`config.mk`:
```
export PLATFORM = sky130hd
export DESIGN_NAME = tbv_front
export DESIGN_NICKNAME = d
export VERILOG_FILES = /design/src/rtl/core/tbv_pkg.sv /design/src/rtl/core/tbv_front.sv
export SDC_FILE = /design/constraint.sdc
export NUM_CORES = 1
export LEC_CHECK = 0
export ABC_AREA = 1
export BUFFER_PORTS_ARGS = -buffer_cell sky130_fd_sc_hd__buf_4
export CORE_ASPECT_RATIO = 0.5
export CORE_UTILIZATION = 49
export CTS_CLUSTER_DIAMETER = 40
export CTS_CLUSTER_SIZE = 14
export DETAILED_ROUTE_END_ITERATION = 8
export PLACE_DENSITY = 0.77
export SLEW_MARGIN = 20
export SYNTH_ARGS = -nofsm -noshare
export SYNTH_HDL_FRONTEND = slang
export SYNTH_SLANG_ARGS = --single-unit
```
`constraint.sdc`:
```
create_clock -name i_clk -period 2.2 [get_ports i_clk]
set_input_delay 0.22 -clock i_clk [delete_from_list [all_inputs] [get_ports i_clk]]
set_output_delay 0.22 -clock i_clk [all_outputs]
set_load 0.05 [all_outputs]
```
`src/rtl/core/tbv_pkg.sv`:
```
// ----------------------------------------------------------------------------
// tbv_pkg
// Types, codes and constants shared by the tile background video unit.
// ----------------------------------------------------------------------------
package tbv_pkg;

    localparam int CNT_W       = 9;
    localparam int PAT_AW      = 12;
    localparam int BANK_AW     = 11;
    localparam int TILE_AW     = 10;
    localparam int QUEUE_DEPTH = 4;

    localparam logic [CNT_W-1:0] VIS_FIRST   = 9'd1;
    localparam logic [CNT_W-1:0] VIS_LAST_Y  = 9'd240;
    localparam logic [CNT_W-1:0] VIS_LAST_X  = 9'd256;

    localparam logic [15:0] PATTERN_LIMIT = 16'h1000;
    localparam logic [15:0] TILE_BASE     = 16'h2000;
    localparam logic [15:0] TILE_LIMIT    = 16'h2400;

    localparam logic [2:0] REG_CONTROL = 3'd0;
    localparam logic [2:0] REG_ADDRESS = 3'd6;
    localparam logic [2:0] REG_DATA    = 3'd7;

    localparam logic EV_PIXEL  = 1'b0;
    localparam logic EV_VBLANK = 1'b1;

    typedef enum logic [1:0] {
        CMD_TICK      = 2'd0,
        CMD_REG_WRITE = 2'd1,
        CMD_PAT_LOAD  = 2'd2
    } t_cmd;

    typedef enum logic [1:0] {
        OP_PIXEL      = 2'd0,
        OP_VBLANK     = 2'd1,
        OP_PAT_WRITE  = 2'd2,
        OP_TILE_WRITE = 2'd3
    } t_op_kind;

    typedef struct packed {
        t_op_kind          kind;
        logic [7:0]        x;
        logic [7:0]        y;
        logic [PAT_AW-1:0] addr;
        logic [7:0]        data;
        logic              nmi;
        logic              vflag;
    } t_op;

    typedef struct packed {
        logic full;
        logic empty;
    } t_q_status;

    typedef struct packed {
        logic [7:0] red;
        logic [7:0] green;
        logic [7:0] blue;
    } t_rgb;

    typedef struct packed {
        logic       event_kind;
        logic [7:0] pixel_x;
        logic [7:0] pixel_y;
        logic [1:0] color_index;
        t_rgb       rgb;
        logic       nmi_request;
        logic       vblank_flag;
    } t_result;

    function automatic t_rgb color_rgb(input logic [1:0] color);
        t_rgb c;
        case (color)
            2'd0:    c = '{red: 8'd255, green: 8'd0,   blue: 8'd0};
            2'd1:    c = '{red: 8'd255, green: 8'd255, blue: 8'd0};
            2'd2:    c = '{red: 8'd0,   green: 8'd255, blue: 8'd0};
            default: c = '{red: 8'd0,   green: 8'd0,   blue: 8'd255};
        endcase
        return c;
    endfunction

endpackage

```
`src/rtl/core/tbv_front.sv`:
```
// ----------------------------------------------------------------------------
// tbv_front
// Accepts input transactions, runs the dot and line counters and the register
// file, and turns each transaction into at most one operation for the back end.
// ----------------------------------------------------------------------------
module tbv_front #(
    parameter int DOTS_PER_LINE   = 340,
    parameter int LINES_PER_FRAME = 262,
    parameter int VBLANK_LINE     = 242
) (
    input  logic                          i_clk,
    input  logic                          i_rst_n,
    input  logic                          i_valid,
    output logic                          o_ready,
    input  logic [1:0]                    i_cmd,
    input  logic [2:0]                    i_reg_sel,
    input  logic [tbv_pkg::PAT_AW-1:0]    i_load_addr,
    input  logic [7:0]                    i_data_byte,
    input  logic                          i_clearing,
    input  tbv_pkg::t_q_status            i_q_status,
    output logic                          o_push,
    output tbv_pkg::t_op                  o_op
);

    localparam int CW = tbv_pkg::CNT_W;
    localparam logic [CW-1:0] DOTS_END  = CW'(DOTS_PER_LINE);
    localparam logic [CW-1:0] LINES_END = CW'(LINES_PER_FRAME);
    localparam logic [CW-1:0] VB_LINE   = CW'(VBLANK_LINE);
    localparam logic [CW-1:0] PRE_LINE  = CW'(LINES_PER_FRAME - 1);

    logic [CW-1:0] r_dot, n_dot;
    logic [CW-1:0] r_line, n_line;
    logic [7:0]    r_ctrl, n_ctrl;
    logic          r_vblank, n_vblank;
    logic [15:0]   r_vram, n_vram;
    logic          r_pending, n_pending;

    logic          accept;
    logic          in_vis;
    logic          vb_start;
    logic          pre_clear;
    logic [CW-1:0] dot_inc;

    assign o_ready = !i_clearing && !i_q_status.full;
    assign accept  = i_valid && o_ready;

    always_comb begin
        n_dot     = r_dot;
        n_line    = r_line;
        n_ctrl    = r_ctrl;
        n_vblank  = r_vblank;
        n_vram    = r_vram;
        n_pending = r_pending;
        o_push    = 1'b0;
        o_op      = '0;

        in_vis    = (r_line >= tbv_pkg::VIS_FIRST) && (r_line <= tbv_pkg::VIS_LAST_Y) &&
                    (r_dot >= tbv_pkg::VIS_FIRST) && (r_dot <= tbv_pkg::VIS_LAST_X);
        vb_start  = (r_line == VB_LINE) && (r_dot == '0);
        pre_clear = (r_line == PRE_LINE) && (r_dot == '0);
        dot_inc   = r_dot + CW'(1);

        if (accept) begin
            case (tbv_pkg::t_cmd'(i_cmd))
                tbv_pkg::CMD_TICK: begin
                    if (vb_start) begin
                        n_vblank = 1'b1;
                    end
                    if (pre_clear) begin
                        n_vblank = 1'b0;
                    end
                    o_op.x     = 8'(r_dot - CW'(1));
                    o_op.y     = 8'(r_line - CW'(1));
                    o_op.vflag = n_vblank;
                    if (vb_start) begin
                        o_push    = 1'b1;
                        o_op.kind = tbv_pkg::OP_VBLANK;
                        o_op.nmi  = r_ctrl[7];
                    end else if (in_vis) begin
                        o_push    = 1'b1;
                        o_op.kind = tbv_pkg::OP_PIXEL;
                    end
                    if (dot_inc >= DOTS_END) begin
                        n_dot  = '0;
                        n_line = r_line + CW'(1);
                    end else begin
                        n_dot = dot_inc;
                    end
                    if (n_line >= LINES_END) begin
                        n_line = '0;
                        n_dot  = '0;
                    end
                end
                tbv_pkg::CMD_REG_WRITE: begin
                    case (i_reg_sel)
                        tbv_pkg::REG_CONTROL: begin
                            n_ctrl = i_data_byte;
                        end
                        tbv_pkg::REG_ADDRESS: begin
                            n_vram    = r_pending ? {r_vram[7:0], i_data_byte}
                                                  : {8'h00, i_data_byte};
                            n_pending = !r_pending;
                        end
                        tbv_pkg::REG_DATA: begin
                            o_op.data = i_data_byte;
                            if (r_vram < tbv_pkg::PATTERN_LIMIT) begin
                                o_push    = 1'b1;
                                o_op.kind = tbv_pkg::OP_PAT_WRITE;
                                o_op.addr = r_vram[tbv_pkg::PAT_AW-1:0];
                            end else if ((r_vram >= tbv_pkg::TILE_BASE) &&
                                         (r_vram < tbv_pkg::TILE_LIMIT)) begin
                                o_push    = 1'b1;
                                o_op.kind = tbv_pkg::OP_TILE_WRITE;
                                o_op.addr = tbv_pkg::PAT_AW'(r_vram[tbv_pkg::TILE_AW-1:0]);
                            end
                        end
                        default: begin
                        end
                    endcase
                end
                tbv_pkg::CMD_PAT_LOAD: begin
                    o_push    = 1'b1;
                    o_op.kind = tbv_pkg::OP_PAT_WRITE;
                    o_op.addr = i_load_addr;
                    o_op.data = i_data_byte;
                end
                default: begin
                end
            endcase
        end
    end

    always_ff @(posedge i_clk) begin
        if (!i_rst_n) begin
            r_dot     <= '0;
            r_line    <= '0;
            r_ctrl    <= '0;
            r_vblank  <= 1'b0;
            r_vram    <= '0;
            r_pending <= 1'b0;
        end else begin
            r_dot     <= n_dot;
            r_line    <= n_line;
            r_ctrl    <= n_ctrl;
            r_vblank  <= n_vblank;
            r_vram    <= n_vram;
            r_pending <= n_pending;
        end
    end

endmodule

```
==> metrics.txt <==
Finished Layout Cells=665; Critical-path top delay cell=dfxtp_4; Clock Power Share=0.486; internal power=1.283 mW; worst skew pair latency=0.28 ns; Worst Path Required=about 2.4 ns; final wirelength=8.797 mm; max incr delay on CP=0.38 ns; core footprint=0.006081 sq mm; DRT met1 WL=3.970 mm; Vias per Instance=between 5 and 6; Layout Area Growth over Synthesis=47.39%; worst r2r dst=r_dot[0]; hold worst-path end=r_line[0]; Tot GR Track Use=0.2695; std cell rows=20; top_reg_cell synth=dfxtp_1; Mapped Nets=506; largest net degree at the start of global routing=36; chip height=approximately 58 um; HP Class=input port to flip-flop; WL met3=533 um; Starting Density=0.5080; number of I/O pins=73; Tcrit/Tclk final=1.039; clock root buffer=clkbuf_16; DP Cell Count=~650; P_leak=1.947 nW; Synth area leader=dfxtp_1; layout cells sized above 1=0.4679; highest clock rate=0.4375 GHz; Crit. End Element=flip-flop; Logic pwr share=0.115; Crit path top cell by count=nand2_2; r2r worst-path depth=19; Reg clk slew, reported paths=0.06 ns; Routability Congestion=0.8794; share of power burned in registers=0.399; CP max FO=6; Max Clock Skew=0.004018 ns; Synth Cell Area=0.003089 sq mm; CP Cell Sequence=ha_4, nand2_4, nor2_4, nand2_1, nand2_2, inv_2, nand2_2, nand2_2, nand2_4, nand2_8, buf_6, nand3b_1, nand2_2, nor2_1, nand2_1, nand3_4, buf_6, nand3_2, a21oi_2; yosys synthesis warning count=0; distinct cell type count after synthesis=40; worst reg-to-reg setup slack=-0.09 ns; post-placement cell area=0.004101 sq mm; setup slack after layout=-0.08563 ns; min cycle time layout=around 2.3 ns; total number of vias=3,475; overall die width=114.3 um; Max Slew Vio Count=0; Die ar.=0.006645 sq mm; Slew @ Worst Pin=between 0.7 and 0.8 ns; Max-cap violations=0; kind of critical path=flip-flop to flip-flop; worst reg2reg startpoint=r_dot[0]; drt drc=0; failing checks=setup timing; antenna violations before repair=0; CTS Hold Bufs=0; first-pass GRT wire length=approximately 14 mm; Net Sw Power=between 0.4 and 0.5 mW; IR Drop Worst-Case VDD=0.2782 mV; status=complete, but fails checks; Hold Vio Cnt, Final=0; Hold Startpoint=i_rst_n; top routing layer in use=met4; Final #Nets=619; diode count=0; detailed placement HPWL=roughly 6 mm; CTS max path bufs=2; Design Area, Final=0.004553 sq mm; EDFF count, synth=0; register bit total from synthesis=37; fillers=463; Worst setup SP type=flip-flop; Worst Hold Depth=3; sequential share of the synthesized area=0.2398; CTS buffer count=5; final hold slack=between 0.2 and 0.25 ns; DR iter-0 viols=205; Power Density=369.9 mW/mm^2; Final setup violation count=14; gr ovfl total=0; unrepaired setup endpoints after global routing=yes; vias in the first global route=about 3.1k; crit path DAT=2.49 ns; Sink Count=37; post-synthesis average cell area=6.672 sq um; drt wl/cell=13.23 um; Util after Layout=0.7488; Slew HR=0.5132; ranking of synthesized cells by area=dfxtp_1, nand2_1, nor2_1; async set or reset register ratio after synthesis=0; CTS tree=yes; Routed Antenna Nets=0; synthesized instance count=463; Detailed Routing Iterations Pass 1=5; Sw Ratio=0.2379; H-Tree Depth=2; # port buffers=slightly above 70; met2 wire length=roughly 4.1 mm; Design Power=1.684 mW; fraction of post-synthesis cell area in the top cell type by area=0.2398
## timing repair
item | in CTS | in global routing
setup endpoints to repair | 20 | 30
gates resized for setup | 25 | 32
buffers inserted | 9 | 2
pin swaps | 8 | 17
## routing by layer
layer  vias up  global-route usage
li1       1745                   -
met1      1595              0.3263
met2       113              0.4771
met3        22             0.05335
met4         0              0.1113
met5         -                   0
## Yosys cell counts, drive strengths merged, types with 3 or more instances
cell type  number
o21ai          11
nor3           19
ha             12
dfxtp          37
a21oi          32
xor2            8
inv            57
nor2           79
a211oi         10
clkbuf         12
a22oi          18
nand3          46
buf             9
nand2          92
nor4            3
## critical path, delay by kind of cell, from the launching register on
| family | cells | cell delay (ns) |
|---|---|---|
| buffers and inverters | 3 | 0.30 |
| flip-flops | 1 | 0.38 |
| AND/OR/NAND/NOR | 14 | 1.20 |
| AO/OA/AOI/OAI | 1 | 0.15 |
| adder cells (fa/ha/maj) | 1 | 0.17 |
## sequential cells by signal, indices dropped and copies added (netlist names)
signal / cells
r_ctrl: 1
r_dot: 9
r_line: 9
r_pending: 1
r_vblank: 1
r_vram: 16
## area by class of cell
cell class,count,area [sq um],area share
Multi-Input combinational cell,347,2305,0.5062
Clock inverter,2,38.79,0.008519
Timing Repair Buffer,127,992.2,0.2179
Sequential cell,37,755.7,0.1660
Clock buffer,6,128.9,0.02830
Inverter,58,222.7,0.04891
Tap cell,88,110.1,0.02418
## stage by stage
step | worst slack [ns] | setup TNS (ns)
6_report | -0.08563 | -0.4374
5_1_grt | -0.1590 | -1.696
4_1_cts | -0.03593 | -0.04418
3_5_place_dp | -0.1990 | -2.594
3_3_place_gp | -0.1324 | -1.638
2_1_floorplan | -0.04174 | -0.2504
## cells in the final DEF, fill, tap and decap left out, types with 5 or more instances in the layout
master,netlist,final
nand3_2,14,17
nand2_1,75,69
nor2_2,3,19
nor3_2,0,12
inv_1,46,42
a21oi_1,21,12
nand2_2,11,16
o21ai_0,10,10
dfxtp_2,0,6
a21oi_2,11,19
dfxtp_1,37,29
nand3_1,32,28
clkbuf_16,0,5
xor2_1,8,8
a22oi_1,18,18
nand2_4,4,5
inv_2,11,14
buf_6,2,7
a211oi_1,10,8
nor2_4,2,6
nor2_1,74,54
ha_1,12,10
buf_4,1,119
nor3_1,19,6
## power groups by stage
stage,clock network [mW],logic (mW),registers [mW]
3_3_place_gp,0,0.184,0.688
5_1_grt,0.855,0.210,0.672
2_1_floorplan,0,0.106,0.688
3_5_place_dp,0,0.186,0.689
6_report,0.818,0.194,0.672
4_1_cts,0.825,0.191,0.672
## worst max-delay path by stage
| stage | start | end | cells after the start |
|---|---|---|---|
| after global routing | r_dot[0] | r_dot[0] | 19 |
| after CTS | r_dot[0] | o_op[38] | 11 |
| after detailed placement | r_dot[1] | r_dot[0] | 17 |
| final | r_dot[0] | r_dot[0] | 19 |
| after floorplan | i_q_status[1] | o_op[22] | 6 |
| after global placement | r_dot[1] | r_dot[0] | 17 |
## cells by family (layout without fill, tap and decap cells)
kind of cell	after synthesis	count (layout)	synth area share
and+or+nand+nor	246	246	0.3957
xor gates and xnor gates	10	10	0.02835
adders and majority gates	12	12	0.04860
buffers and inverters	79	193	0.1077
AOI/OAI and AO/OA	79	79	0.1798
DFF	37	37	0.2398
Power figures use the tool's default switching activity.
