## src/rtl/core/tbv_pkg.sv

```systemverilog
// ----------------------------------------------------------------------------
// tbv_pkg
// Types, codes and constants shared by the tile background video unit.
// ----------------------------------------------------------------------------
package tbv_pkg;

    localparam int CNT_W       = 9;
    localparam int PAT_AW      = 12;
    localparam int BANK_AW     = 11;
    localparam int TILE_AW     = 10;
    localparam int QUEUE_DEPTH = 4;

    localparam logic [CNT_W-1:0] VIS_FIRST   = 9'd1;
    localparam logic [CNT_W-1:0] VIS_LAST_Y  = 9'd240;
    localparam logic [CNT_W-1:0] VIS_LAST_X  = 9'd256;

    localparam logic [15:0] PATTERN_LIMIT = 16'h1000;
    localparam logic [15:0] TILE_BASE     = 16'h2000;
    localparam logic [15:0] TILE_LIMIT    = 16'h2400;

    localparam logic [2:0] REG_CONTROL = 3'd0;
    localparam logic [2:0] REG_ADDRESS = 3'd6;
    localparam logic [2:0] REG_DATA    = 3'd7;

    localparam logic EV_PIXEL  = 1'b0;
    localparam logic EV_VBLANK = 1'b1;

    typedef enum logic [1:0] {
        CMD_TICK      = 2'd0,
        CMD_REG_WRITE = 2'd1,
        CMD_PAT_LOAD  = 2'd2
    } t_cmd;

    typedef enum logic [1:0] {
        OP_PIXEL      = 2'd0,
        OP_VBLANK     = 2'd1,
        OP_PAT_WRITE  = 2'd2,
        OP_TILE_WRITE = 2'd3
    } t_op_kind;

    typedef struct packed {
        t_op_kind          kind;
        logic [7:0]        x;
        logic [7:0]        y;
        logic [PAT_AW-1:0] addr;
        logic [7:0]        data;
        logic              nmi;
        logic              vflag;
    } t_op;

    typedef struct packed {
        logic full;
        logic empty;
    } t_q_status;

    typedef struct packed {
        logic [7:0] red;
        logic [7:0] green;
        logic [7:0] blue;
    } t_rgb;

    typedef struct packed {
        logic       event_kind;
        logic [7:0] pixel_x;
        logic [7:0] pixel_y;
        logic [1:0] color_index;
        t_rgb       rgb;
        logic       nmi_request;
        logic       vblank_flag;
    } t_result;

    function automatic t_rgb color_rgb(input logic [1:0] color);
        t_rgb c;
        case (color)
            2'd0:    c = '{red: 8'd255, green: 8'd0,   blue: 8'd0};
            2'd1:    c = '{red: 8'd255, green: 8'd255, blue: 8'd0};
            2'd2:    c = '{red: 8'd0,   green: 8'd255, blue: 8'd0};
            default: c = '{red: 8'd0,   green: 8'd0,   blue: 8'd255};
        endcase
        return c;
    endfunction

endpackage

```

## src/rtl/core/tbv_queue.sv

```systemverilog
// ----------------------------------------------------------------------------
// tbv_queue
// Short first-in first-out queue of operations between front and back end.
// ----------------------------------------------------------------------------
module tbv_queue (
    input  logic               i_clk,
    input  logic               i_rst_n,
    input  logic               i_push,
    input  tbv_pkg::t_op       i_op,
    input  logic               i_pop,
    output tbv_pkg::t_op       o_op,
    output tbv_pkg::t_q_status o_status
);

    localparam int DEPTH = tbv_pkg::QUEUE_DEPTH;
    localparam int PW    = $clog2(DEPTH);
    localparam int CW    = $clog2(DEPTH + 1);

    tbv_pkg::t_op  r_mem [DEPTH];
    logic [PW-1:0] r_wr_ptr;
    logic [PW-1:0] r_rd_ptr;
    logic [CW-1:0] r_count, n_count;

    assign o_op           = r_mem[r_rd_ptr];
    assign o_status.full  = (r_count == CW'(DEPTH));
    assign o_status.empty = (r_count == '0);

    always_comb begin
        n_count = r_count;
        if (i_push && !i_pop) begin
            n_count = r_count + CW'(1);
        end else if (!i_push && i_pop) begin
            n_count = r_count - CW'(1);
        end
    end

    always_ff @(posedge i_clk) begin
        if (i_push) begin
            r_mem[r_wr_ptr] <= i_op;
        end
    end

    always_ff @(posedge i_clk) begin
        if (!i_rst_n) begin
            r_wr_ptr <= '0;
            r_rd_ptr <= '0;
            r_count  <= '0;
        end else begin
            r_count <= n_count;
            if (i_push) begin
                r_wr_ptr <= r_wr_ptr + PW'(1);
            end
            if (i_pop) begin
                r_rd_ptr <= r_rd_ptr + PW'(1);
            end
        end
    end

endmodule

```

## config.mk

```make
export PLATFORM = sky130hd
export DESIGN_NAME = tbv_queue
export DESIGN_NICKNAME = d
export VERILOG_FILES = /design/src/rtl/core/tbv_pkg.sv /design/src/rtl/core/tbv_queue.sv
export SDC_FILE = /design/constraint.sdc
export NUM_CORES = 1
export LEC_CHECK = 0
export ABC_AREA = 1
export BUFFER_PORTS_ARGS = -buffer_cell sky130_fd_sc_hd__buf_2
export CAP_MARGIN = 20
export CELL_PAD_IN_SITES_DETAIL_PLACEMENT = 1
export CELL_PAD_IN_SITES_GLOBAL_PLACEMENT = 1
export CORE_AREA = 2 2 104 132
export DETAILED_ROUTE_END_ITERATION = 8
export DIE_AREA = 0 0 106 134
export PLACE_DENSITY = 0.83
export SYNTH_ARGS = -nofsm -noshare
export SYNTH_HDL_FRONTEND = slang
export SYNTH_SLANG_ARGS = --single-unit
```

## constraint.sdc

```tcl
create_clock -name i_clk -period 4.6 [get_ports i_clk]
set_clock_uncertainty 0.1 [all_clocks]
set_input_delay 0.46 -clock i_clk [delete_from_list [all_inputs] [get_ports i_clk]]
set_output_delay 0.46 -clock i_clk [all_outputs]
set_load 0.02 [all_outputs]
```

==> results of run 1 <==
[worst min path at each step]
| stage | cells after the start | end | slack (ns) |
|---|---|---|---|
| after floorplan | 1 | flop | 0.31 |
| after global placement | 1 | flop | 0.32 |
| after detailed placement | 1 | flop | 0.35 |
| after CTS | 1 | r_mem[0][26] | 0.14 |
| after global routing | 1 | r_mem[1][35] | 0.15 |
| final | 1 | r_mem[3][26] | 0.16 |
[flip-flops by register name, summed over array words and instances (netlist names), named ones only]
register / count
r_wr_ptr: 2
r_count: 3
r_mem: 160
r_rd_ptr: 2
[area by class of cell]
cell class	count	area, um^2
clock inverter	13	177.7
tap	171	214.0
sequential	169	4986
fill	1281	5474
antenna	1	2.502
clock buffer	19	432.9
timing repair buffer	89	467.9
inverter	17	76.32
multi-input combinational	234	1165
[metal layers]
metal	track usage, %	wire length [um]	up-vias
met4	8.991	325	0
met1	26.29	6112	2023
met3	5.151	715	27
li1	-	-	1827
met2	40.54	8429	116
met5	0	0	-
[power groups by stage]
stage	Sequential (mW)	Clock, mW	Combinational [mW]
2_1_floorplan	1.80	0	0.242
3_3_place_gp	1.82	0	0.327
5_1_grt	1.79	1.54	0.392
3_5_place_dp	1.82	0	0.346
6_report	1.78	1.47	0.360
4_1_cts	1.79	1.49	0.353
[worst reg2reg max path, cell delays in order (launching register included)]
cell     delay [ns]
dfxtp_1        0.34
inv_1          0.14
ha_1           0.19
nand2_1        0.07
inv_2          0.75
[layout by cell type (no fill, tap or decap), drive strengths merged, types with 2 or more instances in the layout]
master / netlist / routed
buf: 25 / 89
a21oi: 4 / 4
bufinv: 0 / 4
nor3: 2 / 2
nor2: 85 / 85
clkinv: 0 / 6
clkinvlp: 0 / 3
ha: 5 / 5
clkbuf: 0 / 19
edfxtp: 160 / 160
o22ai: 40 / 40
dfxtp: 9 / 9
o21ai: 86 / 86
nand2: 9 / 9
inv: 17 / 17
[stage by stage]
step / setup WS [ns] / instances / utilization (%)
2_1_floorplan: 2.731 / 445 / -
3_3_place_gp: 2.017 / 679 / 53.01
3_5_place_dp: 1.974 / 679 / 53.01
4_1_cts: 1.495 / 711 / 57.71
5_1_grt: 1.718 / 713 / 57.88
6_report: 1.843 / 713 / 57.88
[cell families (layout without fill, tap and decap cells)]
kind of cell,Yosys count,in the layout,share of synthesized area [%]
adders and majority gates,6,6,1.272
and+or+nand+nor,98,98,5.762
AOI/OAI and AO/OA,130,130,10.91
buffers and inverters,42,138,5.281
DFF,169,169,76.78
other,0,1,0
==> flow_summary.json, run 1 <==
{
  "drt-initial-drc-count": 286,
  "yosysMostFrequentCell": "edfxtp_1",
  "timing_worst_slew_pin_value_ns": 1.036,
  "setup_viol": 0,
  "rsz0062_at_grt": "no",
  "required_ns": 4.04,
  "synth_common_cells": "edfxtp_1 (160), nor2_1 (85), o21ai_0 (46), o22ai_1 (40), o21ai_1 (38)",
  "area_growth_syn_to_layout_pct": 15.86,
  "max_stage_delay_ns": 0.52,
  "antenna_found_initial": 1,
  "synth_area_per_cell_um2": 14.59,
  "critPathKind": "reg2out",
  "initial_core_util_pct": 49.96,
  "io_buffers": 85,
  "finalPower_mw": 3.616,
  "path_max_fanout": 22,
  "cts-htree-levels": 4,
  "relSlewSlack_pct": 30.84,
  "synthCells": 445,
  "first_pass_iters": 5,
  "synth_largest_area_cell": "edfxtp_1",
  "worstSetupEndpoint": "o_op[14]",
  "min_path_type": "in2reg",
  "cts_setup_buffers": 0,
  "dr_total_vias": 3993,
  "cts_made_buffers": 17,
  "powerDensity_nw_per_um2": 480.8,
  "ctsResizeCount": 0,
  "dpl-instance-area_um2": 6889,
  "worstSetupStartpointType": "flop",
  "crit_family": "buffers and inverters",
  "drc": 0,
  "fin_crit_ns": 2.757,
  "yosysTopAreaCellShare_pct": 74.00,
  "synth.distinct_cells": 21,
  "yosys_register_bits": 169,
  "synth_area_leaders": "edfxtp_1 (74%), nor2_1 (4.9%), o22ai_1 (3.9%)",
  "drive_gt1_share_pct": 23.11,
  "irDropWorstVdd_uv": 259.3,
  "grt_pass1_vias": 4341,
  "cts_max_path_buffers": 2,
  "setup_tns_ns": 0,
  "p_seq_share_pct": 49.3,
  "reg2reg_to": "r_mem[0][32]",
  "cts.sinks": 169,
  "holdWs_ns": 0.1565,
  "clockRootBuffer": "clkbuf_16",
  "finalHoldViolations": 0,
  "clock_latency_ns": 0.41,
  "placementRows": 47,
  "r2r_cells": 4,
  "min_from": "i_op[26]",
  "maxCapViolCount": 0,
  "cp_cell_sequence": "inv_1 -> buf_4 -> o21ai_1 -> o22ai_1 -> buf_2",
  "ant_nets": 0,
  "path_clk_slew_ns": 0.06,
  "synth_nets": 495,
  "cts_tree": "done",
  "power.leakage_nw": 2.684,
  "synthArstFlopShare_pct": 0,
  "fin_crit_sh_pct": 59.94,
  "routed_wl_mm": 15.58,
  "crit_buf_inv": 3,
  "grt_pass1_wl_mm": 23.85,
  "synthFlopType": "edfxtp_1",
  "pwr-share-comb_pct": 10.0,
  "core_um2": 13000,
  "grt_start_max_net_pins": 81,
  "chipHeight_um": 134,
  "p_sw_share_pct": 23.55,
  "cp_slowest_cell": "inv_1",
  "yosysSeqAreaShare_pct": 76.78,
  "slew_violations": 0,
  "cp_data_arrival_time_ns": 2.20,
  "boundaryPins": 86,
  "num-nets-final": 578,
  "syn_area_um2": 6492,
  "grt_overflow": 0,
  "synth_enable_flop_cells": 160,
  "p_int_mw": 2.765,
  "cts_hold_buffers": 0,
  "fin_area_um2": 7522,
  "switching_power_uw": 851.6,
  "post_drt_wl_per_cell_um": 21.85,
  "crit_cells": 5,
  "end_kind": "output pin",
  "gp_congestion": 0.7029,
  "fp.dieW_um": 106,
  "track_usage_pct": 22.63,
  "yosysWarnings": 0,
  "regToRegSetupSlack_ns": 2.61,
  "dp_hpwl_mm": 8.668,
  "rr_startpoint": "r_wr_ptr[1]",
  "status": "completed",
  "vias_per_cell": 5.600,
  "clkPwrFrac_pct": 40.7,
  "fmax_ghz": 0.3627,
  "die_area_um2": 14200
}
Note: power is estimated with default switching activity, not from simulation.
==> run 2: changes to the inputs <==
--- a/config.mk
+++ b/config.mk
@@ -10,10 +10,10 @@
 export CAP_MARGIN = 20
 export CELL_PAD_IN_SITES_DETAIL_PLACEMENT = 1
 export CELL_PAD_IN_SITES_GLOBAL_PLACEMENT = 1
-export CORE_AREA = 2 2 104 132
+export CORE_AREA = 2 2 109 137
 export DETAILED_ROUTE_END_ITERATION = 8
-export DIE_AREA = 0 0 106 134
-export PLACE_DENSITY = 0.83
+export DIE_AREA = 0 0 111 139
+export PLACE_DENSITY = 0.77
 export SYNTH_ARGS = -nofsm -noshare
 export SYNTH_HDL_FRONTEND = slang
 export SYNTH_SLANG_ARGS = --single-unit
==> constraint.sdc (replaced) <==
create_clock -name i_clk -period 2.6 [get_ports i_clk]
set_clock_uncertainty 0.1 [all_clocks]
set_input_delay 0.26 -clock i_clk [delete_from_list [all_inputs] [get_ports i_clk]]
set_output_delay 0.26 -clock i_clk [all_outputs]
set_load 0.02 [all_outputs]
==> run 2 against run 1 <==
  * Sequential power grew 77%
  * Total power rose by 81%
  * Flip-flop and latch count unchanged
  * Critical path depth is 1 lower
  * Utilization down 1.2 points
  * Combinational power grew 94%
  * Critical endpoint is now o_op[8]
  * Largest power group unchanged
==> flow_summary.json, run 2 (synthesis gave the netlist of run 1 again) <==
{
  "drt-initial-drc-count": 214,
  "boundaryPins": 86,
  "dr_total_vias": 4164,
  "cts_made_buffers": 17,
  "slew_violations": 0,
  "finalPower_mw": 6.552,
  "powerDensity_nw_per_um2": 816.2,
  "reg.largest.list": "r_mem: 160 flops, r_count: 3 flops",
  "cts_setup_buffers": 0,
  "dpl-instance-area_um2": 6993,
  "area_growth_syn_to_layout_pct": 23.65,
  "path_max_fanout": 18,
  "final_common_cell": "edfxtp_1",
  "chipHeight_um": 139,
  "finalHoldViolations": 0,
  "gp_congestion": 0.7255,
  "grt_overflow": 0,
  "relSlewSlack_pct": 63.83,
  "routed_wl_mm": 16.04,
  "ctsResizeCount": 0,
  "maxCapViolCount": 0,
  "fmax_ghz": 0.4142,
  "track_usage_pct": 21.26,
  "fin_ws_ns": 0.1859,
  "dp_hpwl_mm": 9.249,
  "fin_crit_sh_pct": 92.85,
  "placementRows": 49,
  "setup_viol": 0,
  "largest_reg_flops": 160,
  "clock_latency_ns": 0.42,
  "cts_tree": "done",
  "core_um2": 14160,
  "required_ns": 2.24,
  "cp_data_arrival_time_ns": 2.05,
  "irDropWorstVdd_uv": 491.0,
  "drc": 0,
  "fin_crit_ns": 2.414,
  "setup_tns_ns": 0,
  "num-nets-final": 623,
  "cts-htree-levels": 4,
  "multi_input_area_um2": 1165,
  "status": "completed",
  "worstSetupStartpointType": "flop",
  "power.leakage_nw": 2.894,
  "top_register": "r_mem",
  "holdWs_ns": 0.03741,
  "grt_pass1_wl_mm": 24.72,
  "ant_nets": 0,
  "rsz0062_at_grt": "no",
  "mostFrequentLayoutCells": "edfxtp_1 (160), nor2_1 (85), buf_2 (85)",
  "vias_per_cell": 5.450,
  "antenna_found_initial": 0,
  "min_path_type": "in2reg",
  "antennaDiodeCount": 0,
  "critPathKind": "reg2out",
  "timing_worst_slew_pin_value_ns": 0.5418,
  "initial_core_util_pct": 45.84,
  "drive_gt1_share_pct": 22.01,
  "grt_pass1_vias": 4516,
  "cts.sinks": 169,
  "fin_area_um2": 8028,
  "die_area_um2": 15430,
  "post_drt_wl_per_cell_um": 20.99,
  "path_clk_slew_ns": 0.06,
  "io_buffers": 85,
  "fp.dieW_um": 111,
  "cts_max_path_buffers": 2,
  "first_pass_iters": 5,
  "dp_slack_ns": 0.7047,
  "clockRootBuffer": "clkbuf_16",
  "seqCellArea_um2": 4986,
  "grt_start_max_net_pins": 81,
  "fillerInstances": 1387,
  "cts_hold_buffers": 40,
  "end_kind": "output pin"
}
-- run 2: cell type report --
cell class	instances	area share, %
Clock inverter	12	2.463
Sequential cell	169	62.11
Inverter	17	0.9507
Tap cell	178	2.774
Clock buffer	20	5.440
Timing Repair Buffer	134	11.75
Multi-Input combinational cell	234	14.51
-- run 2: worst paths after layout --
check | cells after the start | slack (ns) | startpoint | endpoint
max | 4 | 0.19 | flop | o_op[8]
min | 3 | 0.04 | i_rst_n | r_count[2]
max reg2reg | 5 | 0.84 | r_wr_ptr[0] | r_mem[0][3]
min reg2reg | 1 | 0.36 | r_rd_ptr[1] | r_rd_ptr[1]
-- run 2: where the power goes --
part / internal [mW] / switching, mW / total, mW
registers: 3.11 / 0.0475 / 3.15
clock network: 1.70 / 0.998 / 2.70
logic: 0.232 / 0.466 / 0.699
-- run 2: metal layers --
metal | GRT usage (%) | vias up | routed length [um]
met5 | 0 | - | 0
met4 | 8.224 | 0 | 309
met3 | 4.851 | 29 | 832
met2 | 37.84 | 128 | 8574
met1 | 25.03 | 2086 | 6323
li1 | - | 1921 | -
-- run 2: critical path, stage by stage (launching register included) --
cell and delay (ns):
dfxtp_2 0.61, buf_4 0.32, o21ai_0 0.18, o22ai_1 0.30, buf_2 0.22
-- run 2: through the flow --
step	instances	utilization [%]
6_report	764	56.68
5_1_grt	764	56.68
3_3_place_gp	692	49.38
2_1_floorplan	445	-
3_5_place_dp	692	49.38
4_1_cts	764	56.68
==> run 3: changes to the inputs <==
--- a/config.mk
+++ b/config.mk
@@ -8,11 +8,11 @@
 export ABC_AREA = 1
 export BUFFER_PORTS_ARGS = -buffer_cell sky130_fd_sc_hd__buf_2
 export CAP_MARGIN = 20
-export CELL_PAD_IN_SITES_DETAIL_PLACEMENT = 1
-export CELL_PAD_IN_SITES_GLOBAL_PLACEMENT = 1
-export CORE_AREA = 2 2 109 137
+export CELL_PAD_IN_SITES_DETAIL_PLACEMENT = 2
+export CELL_PAD_IN_SITES_GLOBAL_PLACEMENT = 2
+export CORE_AREA = 2 2 117 148
 export DETAILED_ROUTE_END_ITERATION = 8
-export DIE_AREA = 0 0 111 139
+export DIE_AREA = 0 0 119 150
 export PLACE_DENSITY = 0.77
 export SYNTH_ARGS = -nofsm -noshare
 export SYNTH_HDL_FRONTEND = slang
==> run 3 against run 2 <==
  * Sequential share of layout area fell by 0.34 points
  * First-iteration DRC count increased by 46%
  * Sequential power about the same
  * Clock-buffer cell count decreased by 3
  * Cell area rose by 0.55%
  * Final cell count rose by 5.5%
  * Maximum frequency increased by 0.11%
  * Setup slack improved by 0.0026 ns
  * Total power grew 0.15%
  * Routed wire length increased by 12%
  * Largest cell class unchanged
==> flow_summary.json, run 3 (synthesis gave the netlist of run 1 again) <==
{
  "wl_met2_mm": 9.806,
  "clockRootBuffer": "clkbuf_16",
  "top_register": "r_mem",
  "power.leakage_nw": 2.894,
  "cts_made_buffers": 17,
  "cts.sinks": 169,
  "fmax_ghz": 0.4147,
  "irDropWorstVdd_uv": 454.6,
  "timing_worst_slew_pin_value_ns": 0.5879,
  "min_path_type": "in2reg",
  "fp.dieW_um": 119,
  "dr_total_vias": 4212,
  "die_area_um2": 17850,
  "p_sw_share_pct": 24.59,
  "drt-initial-drc-count": 313,
  "dp_slack_ns": 0.7019,
  "finalHoldViolations": 0,
  "finalPower_mw": 6.562,
  "antennaDiodeCount": 0,
  "wirelength_met1_mm": 7.296,
  "setup_viol": 0,
  "clkPwrFrac_pct": 41.1,
  "drc": 0,
  "chipHeight_um": 150,
  "gp_congestion": 0.7007,
  "clock_latency_ns": 0.42,
  "antenna_found_initial": 0,
  "required_ns": 2.24,
  "holdWs_ns": 0.05521,
  "initial_core_util_pct": 39.32,
  "cts_hold_buffers": 40,
  "core_um2": 16510,
  "cp_data_arrival_time_ns": 2.05,
  "cp_slowest_cell": "buf_4",
  "dp_hpwl_mm": 10.07,
  "final_common_cell": "edfxtp_1",
  "crit_buf_inv": 2,
  "wl_met3_um": 508,
  "switching_power_mw": 1.614,
  "routed_wl_mm": 17.92,
  "relSlewSlack_pct": 60.75,
  "end_kind": "output pin",
  "io_buffers": 85,
  "final_util_pct": 48.88,
  "post_drt_wl_per_cell_um": 22.23,
  "rsz0062_at_grt": "no",
  "placementRows": 53,
  "fin_ws_ns": 0.1885,
  "ctsResizeCount": 0,
  "ant_nets": 0,
  "boundaryPins": 86,
  "crit_family": "buffers and inverters",
  "grt_start_max_net_pins": 81,
  "status": "completed",
  "slew_violations": 0,
  "largest_reg_flops": 160,
  "mostFrequentLayoutCells": "edfxtp_1 (160), nor2_1 (85), buf_2 (85)",
  "cts_setup_buffers": 0,
  "path_clk_slew_ns": 0.07,
  "setup_tns_ns": 0,
  "pwr-share-comb_pct": 10.8,
  "num-nets-final": 623,
  "grt_pass1_wl_mm": 27.63,
  "reg.largest.list": "r_mem: 160 flops, r_count: 3 flops",
  "cts-htree-levels": 4,
  "area_growth_syn_to_layout_pct": 24.32,
  "path_max_fanout": 46,
  "grt_overflow": 0,
  "cts_max_path_buffers": 2,
  "critPathKind": "reg2out",
  "grt_pass1_vias": 4834,
  "max_stage_delay_ns": 0.47,
  "cts_tree": "done",
  "top_layer_used": "met4",
  "cp_cell_sequence": "buf_4 -> o21ai_0 -> o22ai_1 -> buf_2",
  "track_usage_pct": 20.96,
  "fin_crit_sh_pct": 92.75,
  "fin_crit_ns": 2.412,
  "vias_per_cell": 5.226,
  "worstSetupStartpointType": "flop",
  "drive_gt1_share_pct": 22.70,
  "powerDensity_nw_per_um2": 813.0,
  "maxCapViolCount": 0,
  "p_int_mw": 4.948,
  "first_pass_iters": 4,
  "p_seq_share_pct": 48.0
}
[run 3: worst min-delay path, stage by stage]
cell     delay, ns
buf_2         0.15
nand2_1       0.08
nor2_1        0.03
[run 3: metal layers]
metal / global-route usage [%] / vias to the layer above
met1: 24.31 / 2191
met4: 7.798 / 0
li1: - / 1912
met2: 38.30 / 86
met3: 4.116 / 23
met5: 0 / -
[run 3: final cells by class]
class,instances,area [um^2]
clock buffer,17,425.4
clock inverter,15,200.2
fill,1552,8441
inverter,17,76.32
multi-input combinational,234,1165
sequential,169,4986
tap,220,275.3
timing repair buffer,134,943.4
[run 3: worst paths after layout]
| kind | startpoint | endpoint | slack [ns] | cells after the start |
|---|---|---|---|---|
| max | flop | o_op[34] | 0.19 | 4 |
| min | i_rst_n | r_count[2] | 0.06 | 3 |
| max reg2reg | r_wr_ptr[1] | r_mem[1][0] | 0.80 | 5 |
| min reg2reg | r_rd_ptr[1] | r_rd_ptr[1] | 0.38 | 1 |
[run 3: stage by stage]
stage	cell area [um^2]	cells
final	8071	806
after detailed placement	7046	734
after global placement	7046	734
after global routing	8071	806
after floorplan	6492	445
after CTS	8071	806
[run 3: power by group through the flow]
stage / combinational [mW] / clock [mW] / sequential (mW)
floorplan: 0.429 / 0 / 3.19
global placement: 0.626 / 0 / 3.19
detailed placement: 0.662 / 0 / 3.21
CTS: 0.724 / 2.74 / 3.15
global route: 0.781 / 2.82 / 3.16
finish: 0.712 / 2.70 / 3.15
